**src/event_timeout_task_dispatcher_core_defines.svh**
```systemverilog
// assertion macros for the dispatcher core
`ifndef EVENT_TIMEOUT_TASK_DISPATCHER_CORE_DEFINES_SVH
`define EVENT_TIMEOUT_TASK_DISPATCHER_CORE_DEFINES_SVH

// property checked on every rising clock edge outside reset
`define ETD_ASSERT(label, prop, msg) \
  label: assert property (@(posedge clk) disable iff (rst) (prop)) else $error(msg);

`endif

```
**src/etd_pkg.sv**
```systemverilog
// shared types and codes of the dispatcher core
package etd_pkg;

  typedef enum logic [2:0] {
    CMD_POST  = 3'd0,
    CMD_TICK  = 3'd1,
    CMD_WAIT  = 3'd2,
    CMD_MODE  = 3'd3,
    CMD_NEXT  = 3'd4,
    CMD_START = 3'd5,
    CMD_RSVD6 = 3'd6,
    CMD_RSVD7 = 3'd7
  } cmd_t;

  localparam logic [2:0] REG_REGISTERED = 3'd0;
  localparam logic [2:0] REG_MODE_ZERO  = 3'd1;
  localparam logic [2:0] REG_MODE_THREE = 3'd4;

  typedef enum logic [2:0] {
    ST_IDLE,
    ST_EXEC,
    ST_WAKE,
    ST_CHECK,
    ST_SCAN,
    ST_DONE
  } state_t;

  // controller to datapath
  typedef struct packed {
    logic load;    // capture input word
    logic exec;    // simple command and dispatch prologue
    logic wake;    // process one wait entry
    logic close;   // finish round close
    logic scan;    // test one task for grant
  } ctrl_t;

  // datapath to controller
  typedef struct packed {
    logic dispatch;   // command dispatches
    logic need_close; // open round has no runnable task
    logic last_idx;   // walker at last task
    logic stop;       // close ends without scan
    logic hit;        // scanned task granted
  } stat_t;

endpackage

```
**src/etd_ctrl.sv**
```systemverilog
// dispatcher controller state machine
module etd_ctrl (
  input  logic             clk,
  input  logic             rst,
  input  logic             in_valid,
  output logic             in_ready,
  output logic             out_valid,
  input  logic             out_ready,
  input  etd_pkg::stat_t   stat,
  output etd_pkg::ctrl_t   ctrl
);
  etd_pkg::state_t state, state_next;

  always_ff @(posedge clk) begin
    if (rst) state <= etd_pkg::ST_IDLE;
    else     state <= state_next;
  end

  always_comb begin
    state_next = state;
    unique case (state)
      etd_pkg::ST_IDLE:  if (in_valid) state_next = etd_pkg::ST_EXEC;
      etd_pkg::ST_EXEC: begin
        priority if (!stat.dispatch) state_next = etd_pkg::ST_DONE;
        else if (stat.need_close)    state_next = etd_pkg::ST_WAKE;
        else                         state_next = etd_pkg::ST_SCAN;
      end
      etd_pkg::ST_WAKE:  if (stat.last_idx) state_next = etd_pkg::ST_CHECK;
      etd_pkg::ST_CHECK: state_next = stat.stop ? etd_pkg::ST_DONE : etd_pkg::ST_SCAN;
      etd_pkg::ST_SCAN:  if (stat.hit || stat.last_idx) state_next = etd_pkg::ST_DONE;
      etd_pkg::ST_DONE:  if (out_ready) state_next = etd_pkg::ST_IDLE;
      default:           state_next = etd_pkg::ST_IDLE;
    endcase
  end

  always_comb begin
    ctrl      = '0;
    in_ready  = 1'b0;
    out_valid = 1'b0;
    unique case (state)
      etd_pkg::ST_IDLE:  begin in_ready = 1'b1; ctrl.load = in_valid; end
      etd_pkg::ST_EXEC:  ctrl.exec = 1'b1;
      etd_pkg::ST_WAKE:  ctrl.wake = 1'b1;
      etd_pkg::ST_CHECK: ctrl.close = 1'b1;
      etd_pkg::ST_SCAN:  ctrl.scan = 1'b1;
      etd_pkg::ST_DONE:  out_valid = 1'b1;
      default: ;
    endcase
  end
endmodule

```
**src/etd_dp.sv**
```systemverilog
// dispatcher datapath: wait table, sets and scan
`include "event_timeout_task_dispatcher_core_defines.svh"
module etd_dp #(
  parameter int TASK_COUNT  = 8,
  parameter int MODE_COUNT  = 4,
  parameter int EVENT_WIDTH = 32
) (
  input  logic                    clk,
  input  logic                    rst,
  input  logic [2:0]              cmd,
  input  logic [31:0]             event_bits,
  input  logic [31:0]             timeout_ticks,
  input  logic [1:0]              mode_select,
  input  logic                    cfg_valid,
  input  logic [2:0]              cfg_index,
  input  logic [7:0]              cfg_data,
  input  etd_pkg::ctrl_t          ctrl,
  output etd_pkg::stat_t          stat,
  output logic                    grant_valid,
  output logic [2:0]              grant_task,
  output logic                    nothing_ready,
  output logic [1:0]              active_mode
);
  localparam int TW = $clog2(TASK_COUNT);
  localparam int LW = (TASK_COUNT < 8) ? TASK_COUNT : 8;

  logic [EVENT_WIDTH-1:0] wait_masks [TASK_COUNT];
  logic [31:0]            timeouts   [TASK_COUNT];
  logic [TASK_COUNT-1:0]  registered, ready_set, round_set, runnable_set, woke;
  logic [TASK_COUNT-1:0]  mode_tab [4];
  logic [EVENT_WIDTH-1:0] pend_ev, ev_q;
  logic [31:0]            pend_ticks, tmo_q;
  logic [TW-1:0]          ptr, idx, scan_i;
  logic [TW:0]            scan_sum;
  logic                   outstanding, any_wake;
  logic [2:0]             cmd_q;
  logic [1:0]             sel_q, mode_now;
  logic                   hit_q;
  logic [TW-1:0]          hit_task;
  logic                   none_w;

  logic [TW-1:0] ptr_adv;
  logic [TASK_COUNT-1:0] rs_pro, ready_pro, run_pro;
  logic [EVENT_WIDTH-1:0] wm_sel;
  logic [31:0] to_sel;
  logic match, expire;
  logic [TASK_COUNT-1:0] cand;

  // pointer after finishing an outstanding grant
  always_comb begin
    if (!outstanding) ptr_adv = ptr;
    else if (ptr == TW'(TASK_COUNT - 1)) ptr_adv = '0;
    else ptr_adv = ptr + 1'b1;
  end

  // sets as seen by dispatch, start folds round and registered tasks back into ready set and loads mode 0
  always_comb begin
    rs_pro    = round_set;
    ready_pro = ready_set;
    run_pro   = runnable_set;
    if (cmd_q == etd_pkg::CMD_START) begin
      ready_pro = ready_set | round_set | registered;
      rs_pro    = '0;
      run_pro   = mode_tab[0];
    end
  end

  assign wm_sel = wait_masks[idx];
  assign to_sel = timeouts[idx];
  assign match  = |(wm_sel & pend_ev);
  assign expire = !match && (pend_ticks != 0) && (to_sel != 0) && (to_sel <= pend_ticks);
  assign cand   = round_set & runnable_set;
  // scan position wraps at the task count
  assign scan_sum = {1'b0, ptr} + {1'b0, idx};
  assign scan_i   = (scan_sum >= (TW+1)'(TASK_COUNT)) ?
                    TW'(scan_sum - (TW+1)'(TASK_COUNT)) : scan_sum[TW-1:0];

  always_comb begin
    stat.dispatch   = (cmd_q == etd_pkg::CMD_NEXT) || (cmd_q == etd_pkg::CMD_START);
    stat.need_close = (rs_pro & run_pro) == '0;
    stat.last_idx   = idx == TW'(TASK_COUNT - 1);
    stat.stop       = ((ready_set | woke) == '0) || (((ready_set | woke) & runnable_set) == '0);
    stat.hit        = cand[scan_i];
  end

  always_ff @(posedge clk) begin
    if (ctrl.load) begin
      cmd_q <= cmd; ev_q <= event_bits[EVENT_WIDTH-1:0]; tmo_q <= timeout_ticks; sel_q <= mode_select;
    end
  end

  always_ff @(posedge clk) begin
    if (rst) begin
      registered <= '0;
      for (int m = 0; m < 4; m++) mode_tab[m] <= '0;
      for (int t = 0; t < TASK_COUNT; t++) begin
        wait_masks[t] <= '0;
        timeouts[t]   <= '0;
      end
      ready_set <= '0; round_set <= '0; runnable_set <= '0; woke <= '0;
      pend_ev <= '0; pend_ticks <= '0; ptr <= '0; idx <= '0;
      outstanding <= 1'b0; mode_now <= '0;
      hit_q <= 1'b0; hit_task <= '0; any_wake <= 1'b0;
    end else begin
      if (cfg_valid) begin
        if (cfg_index == etd_pkg::REG_REGISTERED) registered <= cfg_data[LW-1:0];
        else if (cfg_index >= etd_pkg::REG_MODE_ZERO && cfg_index <= etd_pkg::REG_MODE_THREE)
          mode_tab[2'(cfg_index - etd_pkg::REG_MODE_ZERO)] <= cfg_data[LW-1:0];
      end
      if (ctrl.load) begin
        hit_q <= 1'b0; any_wake <= 1'b0; idx <= '0; woke <= '0;
      end
      if (ctrl.exec) begin
        unique case (etd_pkg::cmd_t'(cmd_q))
          etd_pkg::CMD_POST: pend_ev <= pend_ev | ev_q;
          etd_pkg::CMD_TICK: if (pend_ticks != '1) pend_ticks <= pend_ticks + 1'b1;
          etd_pkg::CMD_WAIT: begin
            if (ev_q == '0 && tmo_q == '0) ready_set[ptr] <= 1'b1;
            wait_masks[ptr] <= ev_q;
            timeouts[ptr]   <= tmo_q;
          end
          etd_pkg::CMD_MODE: if (32'(sel_q) < MODE_COUNT) begin
            runnable_set <= mode_tab[sel_q]; mode_now <= sel_q;
          end
          etd_pkg::CMD_NEXT, etd_pkg::CMD_START: begin
            ptr <= ptr_adv; outstanding <= 1'b0;
            runnable_set <= run_pro;
            ready_set <= stat.need_close ? (ready_pro | rs_pro) : ready_pro;
            round_set <= rs_pro;
            if (cmd_q == etd_pkg::CMD_START) mode_now <= '0;
          end
          default: ;
        endcase
      end
      if (ctrl.wake) begin
        if (match) begin
          woke[idx] <= 1'b1;
          wait_masks[idx] <= wm_sel & ~pend_ev;
          timeouts[idx] <= '0;
        end else if (pend_ticks != 0 && to_sel != 0) begin
          if (expire) begin
            wait_masks[idx] <= '0; timeouts[idx] <= '0; woke[idx] <= 1'b1;
          end else timeouts[idx] <= to_sel - pend_ticks;
        end
        idx <= stat.last_idx ? '0 : idx + 1'b1;
      end
      if (ctrl.close) begin
        pend_ev <= '0; pend_ticks <= '0;
        any_wake <= 1'b1;
        if ((ready_set | woke) == '0) begin
          round_set <= '0; ready_set <= '0;
        end else if (((ready_set | woke) & runnable_set) == '0) begin
          round_set <= '0; ready_set <= ready_set | woke;
        end else begin
          round_set <= ready_set | woke; ready_set <= '0;
        end
      end
      if (ctrl.scan) begin
        if (stat.hit) begin
          wait_masks[scan_i] <= '0;
          round_set[scan_i] <= 1'b0;
          ptr <= scan_i; outstanding <= 1'b1;
          hit_q <= 1'b1; hit_task <= scan_i;
        end
        idx <= stat.last_idx ? '0 : idx + 1'b1;
      end
    end
  end

  // result word, valid while controller is in done
  assign active_mode = mode_now;
  assign none_w = any_wake && ((ready_set | round_set) == '0) && !hit_q;
  always_comb begin
    grant_valid   = hit_q;
    grant_task    = hit_q ? 3'(hit_task) : 3'd0;
    nothing_ready = none_w;
  end

  `ETD_ASSERT(a_scan_one_hot, ctrl.scan |-> !ctrl.wake, "scan and wake overlap")
  `ETD_ASSERT(a_hit_in_round, (ctrl.scan && stat.hit) |=> !round_set[$past(scan_i)], "granted task still in round")
  `ETD_ASSERT(a_close_clears_pending, ctrl.close |=> (pend_ticks == '0), "pending ticks not cleared")
endmodule

```
**src/event_timeout_task_dispatcher_core.sv**
```systemverilog
// dispatcher core top level: controller plus datapath
// result word: a simple command is captured in idle, executed in exec and presented in done
// next/start closing a round: exec, wait table walk, round close check, then scan, one task per cycle
// one command at a time: a new command is taken only in idle, after the result word is accepted
// reset: synchronous active high rst clears tables, sets and counters, not the command capture
module event_timeout_task_dispatcher_core #(
  parameter int TASK_COUNT  = 8,
  parameter int MODE_COUNT  = 4,
  parameter int EVENT_WIDTH = 32
) (
  input  logic        clk,
  input  logic        rst,
  input  logic        in_valid,
  output logic        in_ready,
  input  logic [2:0]  cmd,
  input  logic [31:0] event_bits,
  input  logic [31:0] timeout_ticks,
  input  logic [1:0]  mode_select,
  output logic        out_valid,
  input  logic        out_ready,
  output logic        grant_valid,
  output logic [2:0]  grant_task,
  output logic        nothing_ready,
  output logic [1:0]  active_mode,
  input  logic        cfg_valid,
  output logic        cfg_ready,
  input  logic [2:0]  cfg_index,
  input  logic [7:0]  cfg_data
);
  etd_pkg::ctrl_t ctrl;
  etd_pkg::stat_t stat;

  // config always accepted
  assign cfg_ready = 1'b1;

  etd_ctrl u_ctrl (
    .clk(clk), .rst(rst), .in_valid(in_valid), .in_ready(in_ready),
    .out_valid(out_valid), .out_ready(out_ready), .stat(stat), .ctrl(ctrl)
  );

  etd_dp #(.TASK_COUNT(TASK_COUNT), .MODE_COUNT(MODE_COUNT), .EVENT_WIDTH(EVENT_WIDTH)) u_dp (
    .clk(clk), .rst(rst), .cmd(cmd), .event_bits(event_bits),
    .timeout_ticks(timeout_ticks), .mode_select(mode_select),
    .cfg_valid(cfg_valid), .cfg_index(cfg_index), .cfg_data(cfg_data),
    .ctrl(ctrl), .stat(stat), .grant_valid(grant_valid), .grant_task(grant_task),
    .nothing_ready(nothing_ready), .active_mode(active_mode)
  );
endmodule

```
**config.mk**
```make
export PLATFORM = sky130hd
export DESIGN_NAME = event_timeout_task_dispatcher_core
export DESIGN_NICKNAME = d
export VERILOG_FILES = /design/src/etd_pkg.sv /design/src/etd_ctrl.sv /design/src/etd_dp.sv /design/src/event_timeout_task_dispatcher_core.sv
export VERILOG_INCLUDE_DIRS = /design/src /design/src/src
export SDC_FILE = /design/constraint.sdc
export NUM_CORES = 1
export LEC_CHECK = 0
export ABC_CLOCK_PERIOD_IN_PS = 19200
export BUFFER_PORTS_ARGS = -buffer_cell sky130_fd_sc_hd__buf_2
export CELL_PAD_IN_SITES_DETAIL_PLACEMENT = 0
export CELL_PAD_IN_SITES_GLOBAL_PLACEMENT = 2
export CORE_MARGIN = 2
export CORE_UTILIZATION = 47
export DETAILED_ROUTE_END_ITERATION = 16
export GPL_TIMING_DRIVEN = 0
export MAX_ROUTING_LAYER = met4
export PLACE_DENSITY = 0.92
export RECOVER_POWER = 100
export SLEW_MARGIN = 20
export SYNTH_ARGS = -nofsm -noshare
export SYNTH_HDL_FRONTEND = slang
export SYNTH_SLANG_ARGS = --single-unit
```
**constraint.sdc**
```tcl
create_clock -name clk -period 19.2 [get_ports clk]
set_input_delay 1.92 -clock clk [delete_from_list [all_inputs] [get_ports clk]]
set_output_delay 1.92 -clock clk [all_outputs]
set_load 0.01 [all_outputs]
```
==> impl_metrics.py, run 1 <==
metrics = {
    "status": {
        "outcome": "finished, violations left",
        "violations": "max-capacitance violations, max-slew violations",
    },
    "detailed_routing": {
        "drtIter0Drc": 4095,
        "drc": 0,
        "wl_mm": 131,
        "drt_first_pass_iters": 6,
        "antenna_left": 0,
        "vias": 28645,
        "wl_per_cell_um": 30.8,
        "viasPerCell": 6.72,
    },
    "cts": {
        "htreeDepth": 3,
        "cts_sinks": 739,
        "holdBufCountCts": 0,
        "cts_tree": "yes",
        "cts_root_buffer": "clkbuf_16",
        "cts_max_path_buffers": 3,
        "cts.clk_slew.worst_paths_ps": 60,
        "cts_buffers": 80,
        "cts_setup_buffers": 0,
        "cts_resized": 0,
        "clk_latency_ps": 660,
    },
    "pwr": {
        "p_leak_uw": 0.0135,
        "ir_drop_mv": 0.0803,
        "powerDensity_nw_per_um2": 98.3,
    },
    "synthesis": {
        "synth_edf_count": 613,
        "synth-seq-cells": 739,
        "yosysTopAreaCell": "edfxtp_1",
        "yosys-top-cells-area": "edfxtp_1 51%, dfxtp_1 7.0%, mux4_2 6.8%",
        "synth_warnings": 0,
        "syn_inst": 3016,
        "postSynthAreaPerCell_um2": 11.9,
        "syn_nets": 3144,
        "async_flop_share_pct": 0,
        "netlist.area_leader.share_pct": 51.3,
        "yosysUniqueCellTypes": 84,
        "ys.flop_type": "edfxtp_1",
        "syn-cell-area_um2": 35900,
        "ys_seq_area_share_pct": 58.3,
    },
    "floorplan": {
        "die_height_um": 280,
        "io_pins": 95,
        "die_area_um2": 78600,
        "initial_core_util_pct": 47.4,
        "core_area_um2": 75800,
        "die_w_um": 280,
        "rows": 101,
    },
    "global_route": {
        "grt.overflow.total": 0,
        "met3_usage_pct": 7.00,
        "antenna_found_initial": 2,
        "globalRouteMet1Util_pct": 42.9,
        "grt_pass1_wl_mm": 189,
        "grt_busiest_layer": "met2",
        "grt_pass1_vias": 28153,
        "groute.usage.overall_pct": 34.2,
        "grt_max_degree": 43,
        "grt_use_met2_pct": 51.1,
    },
    "timing": {
        "finalMaxSlewViolations": 194,
        "fin_ws_ps": 4940,
        "tns_ps": 0,
        "worst-slew-pin-transition_ps": 3070,
        "layout_min_cycle_time_ps": 14260,
        "rsz0062_at_grt": "false",
        "finalHoldViolCount": 0,
        "setup_violations": 0,
        "finalCritPeriodShare_pct": 74.3,
        "fin_skew_ps": 32.5,
        "relSlewSlack_pct": -107,
        "max_freq_mhz": 70.1,
    },
    "place": {
        "routabilityCongestion": 0.983,
        "place_ws_ps": 9590,
        "hpwlAfterDp_mm": 93.9,
        "port_buffers": 92,
    },
    "setup_path": {
        "endpoint_kind": "flip-flop",
        "crit_fanout": 17,
        "start_kind": "flip-flop",
        "crit_required_ps": 19450,
        "crit_type": "flip-flop to flip-flop",
        "worstPathArrival_ps": 14520,
    },
    "cells_and_area": {
        "final_nets": 3342,
        "syn_to_final_growth_pct": 12.5,
        "layout-drive-gt1-share_pct": 11.6,
    },
    "min_path": {
        "hold_start": "u_dp.outstanding$_SDFF_PP0_",
        "hold_class": "flip-flop to flip-flop",
    },
    "flow_run": {
        "timing.max_cap.violations": 11,
    },
}
[critical path, cell delays in order (launching register included)]
cell and delay, ps:
dfxtp_1 380, clkbuf_1 590, clkbuf_1 940, clkbuf_1 1070
clkbuf_1 630, clkbuf_1 640, clkbuf_1 600, mux4_2 410
mux2i_1 520, ha_1 280, inv_1 60, fa_1 430
nand3_1 130, a21oi_1 100, nor4_1 590, nor3b_1 140
o21ai_0 810, nand3_1 340, a211oi_1 390, o211ai_1 330
clkbuf_1 470, clkbuf_1 390, o21ai_0 2300, clkbuf_1 1240
[registers in the layout, summed over array words and instances (netlist names), named ones only]
register           cells
u_dp.wait_masks      256
u_dp.timeouts        256
u_dp.hit_task          3
u_dp.pend_ticks       32
u_dp.tmo_q            32
u_dp.sel_q             2
u_dp.ptr               3
u_dp.any_wake          1
u_dp.woke              8
u_dp.mode_tab         32
u_dp.cmd_q             3
u_dp.grant_valid       1
u_dp.registered        8
u_ctrl.state           3
u_dp.outstanding       1
u_dp.runnable_set      8
u_dp.round_set         8
u_dp.ready_set         8
u_dp.ev_q             32
u_dp.pend_ev          32
u_dp.active_mode       2
u_dp.idx               3
[per-layer routing]
metal | up-vias | routed length (µm)
li1 | 12075 | -
met1 | 14066 | 48800
met5 | - | 0
met2 | 2070 | 58800
met4 | 0 | 9410
met3 | 434 | 14200
[cell usage after synthesis (25+ instances only)]
master and number:
buf_1 37, mux4_2 109, nand2b_1 26, o21ai_0 56
nand2_1 186, buf_2 40, clkbuf_1 157, a32oi_1 25
nand4_1 25, nor4_1 310, o31ai_1 29, a22oi_1 68
ha_1 41, dfxtp_1 126, and2_1 51, nor3_1 35
inv_1 75, edfxtp_1 613, nor2_1 403, nand3_1 68
a21o_1 25, mux2i_1 71, a21oi_1 89, xnor2_1 41
[logic make-up (layout without fill, tap and decap cells)]
group | after synthesis | count (layout) | share of synthesized area (%)
and+or+nand+nor | 1232 | 1232 | 17.4
DFF | 739 | 739 | 58.3
AOI/OAI and AO/OA | 432 | 432 | 8.38
buffers and inverters | 314 | 577 | 3.48
muxes | 201 | 201 | 9.47
xor gates and xnor gates | 54 | 54 | 1.40
adders and majority gates | 43 | 43 | 1.54
other | 1 | 5 | 0.0104
[final timing paths]
kind / endpoint / slack (ps) / cells after the start
worst max-delay path: u_dp.wait_masks[4][19]$_SDFFCE_PN0P_ / 4940 / 23
worst min-delay path: u_dp.outstanding$_SDFF_PP0_ / 460 / 2
worst max register to register: u_dp.wait_masks[4][19]$_SDFFCE_PN0P_ / 4940 / 23
worst min register to register: u_dp.outstanding$_SDFF_PP0_ / 460 / 2
[cell usage in the layout (no fill, tap or decap), types with 26 or more instances in the layout]
cell type | synthesis | layout
a22oi_1 | 68 | 68
mux4_2 | 109 | 109
and2_1 | 51 | 27
dfxtp_1 | 126 | 126
ha_1 | 41 | 41
xnor2_1 | 41 | 41
buf_2 | 40 | 93
clkbuf_1 | 157 | 237
o31ai_1 | 29 | 29
nand2b_1 | 26 | 26
nor2_1 | 403 | 403
edfxtp_1 | 613 | 613
nor4_1 | 310 | 310
o21ai_0 | 56 | 59
a21oi_1 | 89 | 89
nor3_1 | 35 | 36
nand3_1 | 68 | 68
mux2i_1 | 71 | 71
buf_1 | 37 | 26
nand2_1 | 186 | 186
inv_1 | 75 | 74
clkbuf_16 | 0 | 81
[area by class of cell]
cell class	count	area, µm²
fill	6539	35400
multi-input combinational	1963	13700
tap	978	1220
clock buffer	97	2140
inverter	76	287
antenna	4	10.0
sequential	739	20900
buffer	238	943
clock inverter	50	626
timing repair buffer	116	538
[power breakdown]
group | switching, µW | total [µW] | internal (µW)
registers | 47.5 | 1860 | 1810
logic | 329 | 474 | 146
clock network | 679 | 1640 | 960
[per-stage QoR]
stage               power [µW]  hold WS, ps  instance area [µm²]  utilization [%]  cells
floorplan                 2160          437                35900                -   3016
global placement          2340          446                37600             49.6   4086
detailed placement        2360          452                38200             50.4   4107
CTS                       3970          462                41000             54.1   4254
global route              4070          507                40400             53.3   4258
finish                    3970          461                40400             53.3   4261
Note: power is estimated with default switching activity, not from simulation.
==> run 2: changes to the inputs <==
--- a/config.mk
+++ b/config.mk
@@ -6,16 +6,16 @@
 export SDC_FILE = /design/constraint.sdc
 export NUM_CORES = 1
 export LEC_CHECK = 0
-export ABC_CLOCK_PERIOD_IN_PS = 19200
+export ABC_CLOCK_PERIOD_IN_PS = 13800
 export BUFFER_PORTS_ARGS = -buffer_cell sky130_fd_sc_hd__buf_2
 export CELL_PAD_IN_SITES_DETAIL_PLACEMENT = 0
 export CELL_PAD_IN_SITES_GLOBAL_PLACEMENT = 2
 export CORE_MARGIN = 2
-export CORE_UTILIZATION = 47
+export CORE_UTILIZATION = 44
 export DETAILED_ROUTE_END_ITERATION = 16
 export GPL_TIMING_DRIVEN = 0
 export MAX_ROUTING_LAYER = met4
-export PLACE_DENSITY = 0.92
+export PLACE_DENSITY = 0.87
 export RECOVER_POWER = 100
 export SLEW_MARGIN = 20
 export SYNTH_ARGS = -nofsm -noshare
==> constraint.sdc (replaced) <==
create_clock -name clk -period 13.8 [get_ports clk]
set_input_delay 1.38 -clock clk [delete_from_list [all_inputs] [get_ports clk]]
set_output_delay 1.38 -clock clk [all_outputs]
set_load 0.01 [all_outputs]
==> impl_metrics.py, run 2 (same netlist as run 1, synthesis figures left out) <==
metrics = {
    "cts": {
        "cts_setup_buffers": 0,
        "cts_tree": "yes",
        "clk_latency_ps": 670,
        "cts_root_buffer": "clkbuf_16",
        "holdBufCountCts": 0,
        "cts_max_path_buffers": 3,
        "cts_buffers": 81,
        "htreeDepth": 3,
        "cts.clk_slew.worst_paths_ps": 60,
        "cts_resized": 0,
        "cts_sinks": 739,
    },
    "min_path": {
        "whs_endpoint": "u_dp.outstanding$_SDFF_PP0_",
        "hold_start": "u_dp.outstanding$_SDFF_PP0_",
        "hold_depth": 2,
        "hold_class": "flip-flop to flip-flop",
    },
    "floorplan": {
        "initial_core_util_pct": 44.5,
        "die_height_um": 290,
        "die_w_um": 290,
        "rows": 104,
        "core_area_um2": 80700,
        "io_pins": 95,
        "die_area_um2": 83900,
    },
    "global_route": {
        "grt_use_met2_pct": 48.6,
        "met3_usage_pct": 5.75,
        "antenna_found_initial": 3,
        "groute.usage.overall_pct": 32.3,
        "globalRouteMet1Util_pct": 41.4,
        "grt_max_degree": 52,
        "grt_busiest_layer": "met2",
        "grt_pass1_vias": 27484,
        "grt.overflow.total": 0,
        "grt_pass1_wl_mm": 189,
    },
    "detailed_routing": {
        "drc": 0,
        "antenna_left": 0,
        "drt_first_pass_iters": 6,
        "drtIter0Drc": 3647,
        "wl_mm": 132,
        "viasPerCell": 6.51,
        "wl_per_cell_um": 30.4,
        "vias": 28295,
    },
    "setup_path": {
        "reg2reg_setup_slack_ps": 1890,
        "crit_required_ps": 14210,
        "r2r_cells": 25,
        "r2r_end": "u_dp.wait_masks[2][12]$_SDFFCE_PN0P_",
        "crit_type": "flip-flop to flip-flop",
        "worstPathArrival_ps": 12320,
        "start_kind": "flip-flop",
        "endpoint_kind": "flip-flop",
        "crit_fanout": 13,
    },
    "timing": {
        "rsz0062_at_grt": "false",
        "relSlewSlack_pct": -116,
        "tns_ps": 0,
        "worst-slew-pin-transition_ps": 3240,
        "finalCritPeriodShare_pct": 86.3,
        "max_freq_mhz": 83.9,
        "finalHoldViolCount": 0,
        "fin_skew_ps": 32.9,
        "fin_ws_ps": 1890,
        "hold_ws_ps": 472,
        "layout_min_cycle_time_ps": 11910,
        "finalMaxSlewViolations": 52,
        "setup_violations": 0,
    },
    "cells_and_area": {
        "layout-drive-gt1-share_pct": 12.2,
        "seqCellArea_um2": 20900,
        "fillers": 7230,
        "reg_top3": "u_dp.timeouts: 256 flops, u_dp.wait_masks: 256 flops",
        "final_common_cell": "edfxtp_1",
        "syn_to_final_growth_pct": 13.9,
        "final_nets": 3348,
        "multiInputGateArea_um2": 13800,
        "final_cell_mix": "613 x edfxtp_1, 403 x nor2_1, 309 x nor4_1",
    },
    "place": {
        "place_ws_ps": 3960,
        "hpwlAfterDp_mm": 96.4,
        "port_buffers": 92,
        "routabilityCongestion": 0.996,
    },
    "pwr": {
        "p_leak_uw": 0.0137,
        "power_uw": 5540,
        "ir_drop_mv": 0.108,
        "powerDensity_nw_per_um2": 136,
    },
    "flow_run": {
        "timing.max_cap.violations": 1,
    },
    "status": {
        "violations": "max-capacitance violations, max-slew violations",
        "outcome": "finished, violations left",
    },
}
## run 2: changes by cell type in the layout (fill, tap and decap cells not counted), moves of 4 or more
cell        previous run  this run
o21ai_0               59        51
clkbuf_1             237       241
buf_16                 0         9
buf_1                 26        19
clkinvlp_4             6         1
clkinv_2              13        22
o21ai_4                0         8
## run 2: per-stage QoR
step | area [µm²] | util, % | cells
floorplan | 35900 | - | 3016
global placement | 37700 | 46.7 | 4168
detailed placement | 38400 | 47.6 | 4193
CTS | 41200 | 51.0 | 4343
global route | 40900 | 50.7 | 4348
finish | 40900 | 50.7 | 4348
## run 2: how the worst max path moves through the flow
| stage | startpoint | end | slack [ps] |
|---|---|---|---|
| 6_report | flip-flop | u_dp.wait_masks[2][12]$_SDFFCE_PN0P_ | 1890 |
| 5_1_grt | flip-flop | u_dp.wait_masks[2][12]$_SDFFCE_PN0P_ | 1820 |
| 4_1_cts | flip-flop | u_dp.wait_masks[4][12]$_SDFFCE_PN0P_ | 3950 |
| 3_5_place_dp | flip-flop | u_dp.wait_masks[4][12]$_SDFFCE_PN0P_ | 3960 |
| 3_3_place_gp | flip-flop | u_dp.wait_masks[4][12]$_SDFFCE_PN0P_ | 260 |
| 2_1_floorplan | flip-flop | u_dp.wait_masks[4][0]$_SDFFCE_PN0P_ | 5640 |
## run 2: where the power goes
part,switching [µW],total [µW],internal (µW),leakage [µW]
clock,971,2280,1310,0.00136
sequential,64.5,2580,2520,0.00727
combinational,468,680,212,0.00504
## run 2: metal layers
layer / vias up / share of wire, %
met5: - / 0
met4: 0 / 6.7
met3: 391 / 10
met2: 1860 / 45
met1: 13947 / 38
li1: 12097 / -
## run 2: final cells by class
type | count | share of cell area [%]
timing repair buffer | 121 | 1.98
tap | 1060 | 3.24
clock inverter | 50 | 1.55
antenna | 1 | 0.00612
clock buffer | 100 | 5.23
buffer | 238 | 2.31
multi-input combinational | 1963 | 33.8
sequential | 739 | 51.2
inverter | 76 | 0.701
## run 2: critical path, stage by stage (launching register included)
cell and delay, ps:
dfxtp_1 380, clkbuf_1 620, clkbuf_1 950, clkbuf_1 960
clkbuf_1 690, clkbuf_1 690, clkbuf_1 680, mux4_2 420
mux2i_1 490, ha_1 290, inv_1 70, fa_1 430
nand3_1 130, a21oi_1 100, nor4_1 620, nor3b_1 150
o21ai_0 940, nand3_1 320, nand4b_1 250, and3_1 250
clkbuf_1 270, clkbuf_1 450, clkbuf_1 680, o21ai_4 320
buf_16 320, buf_8 160
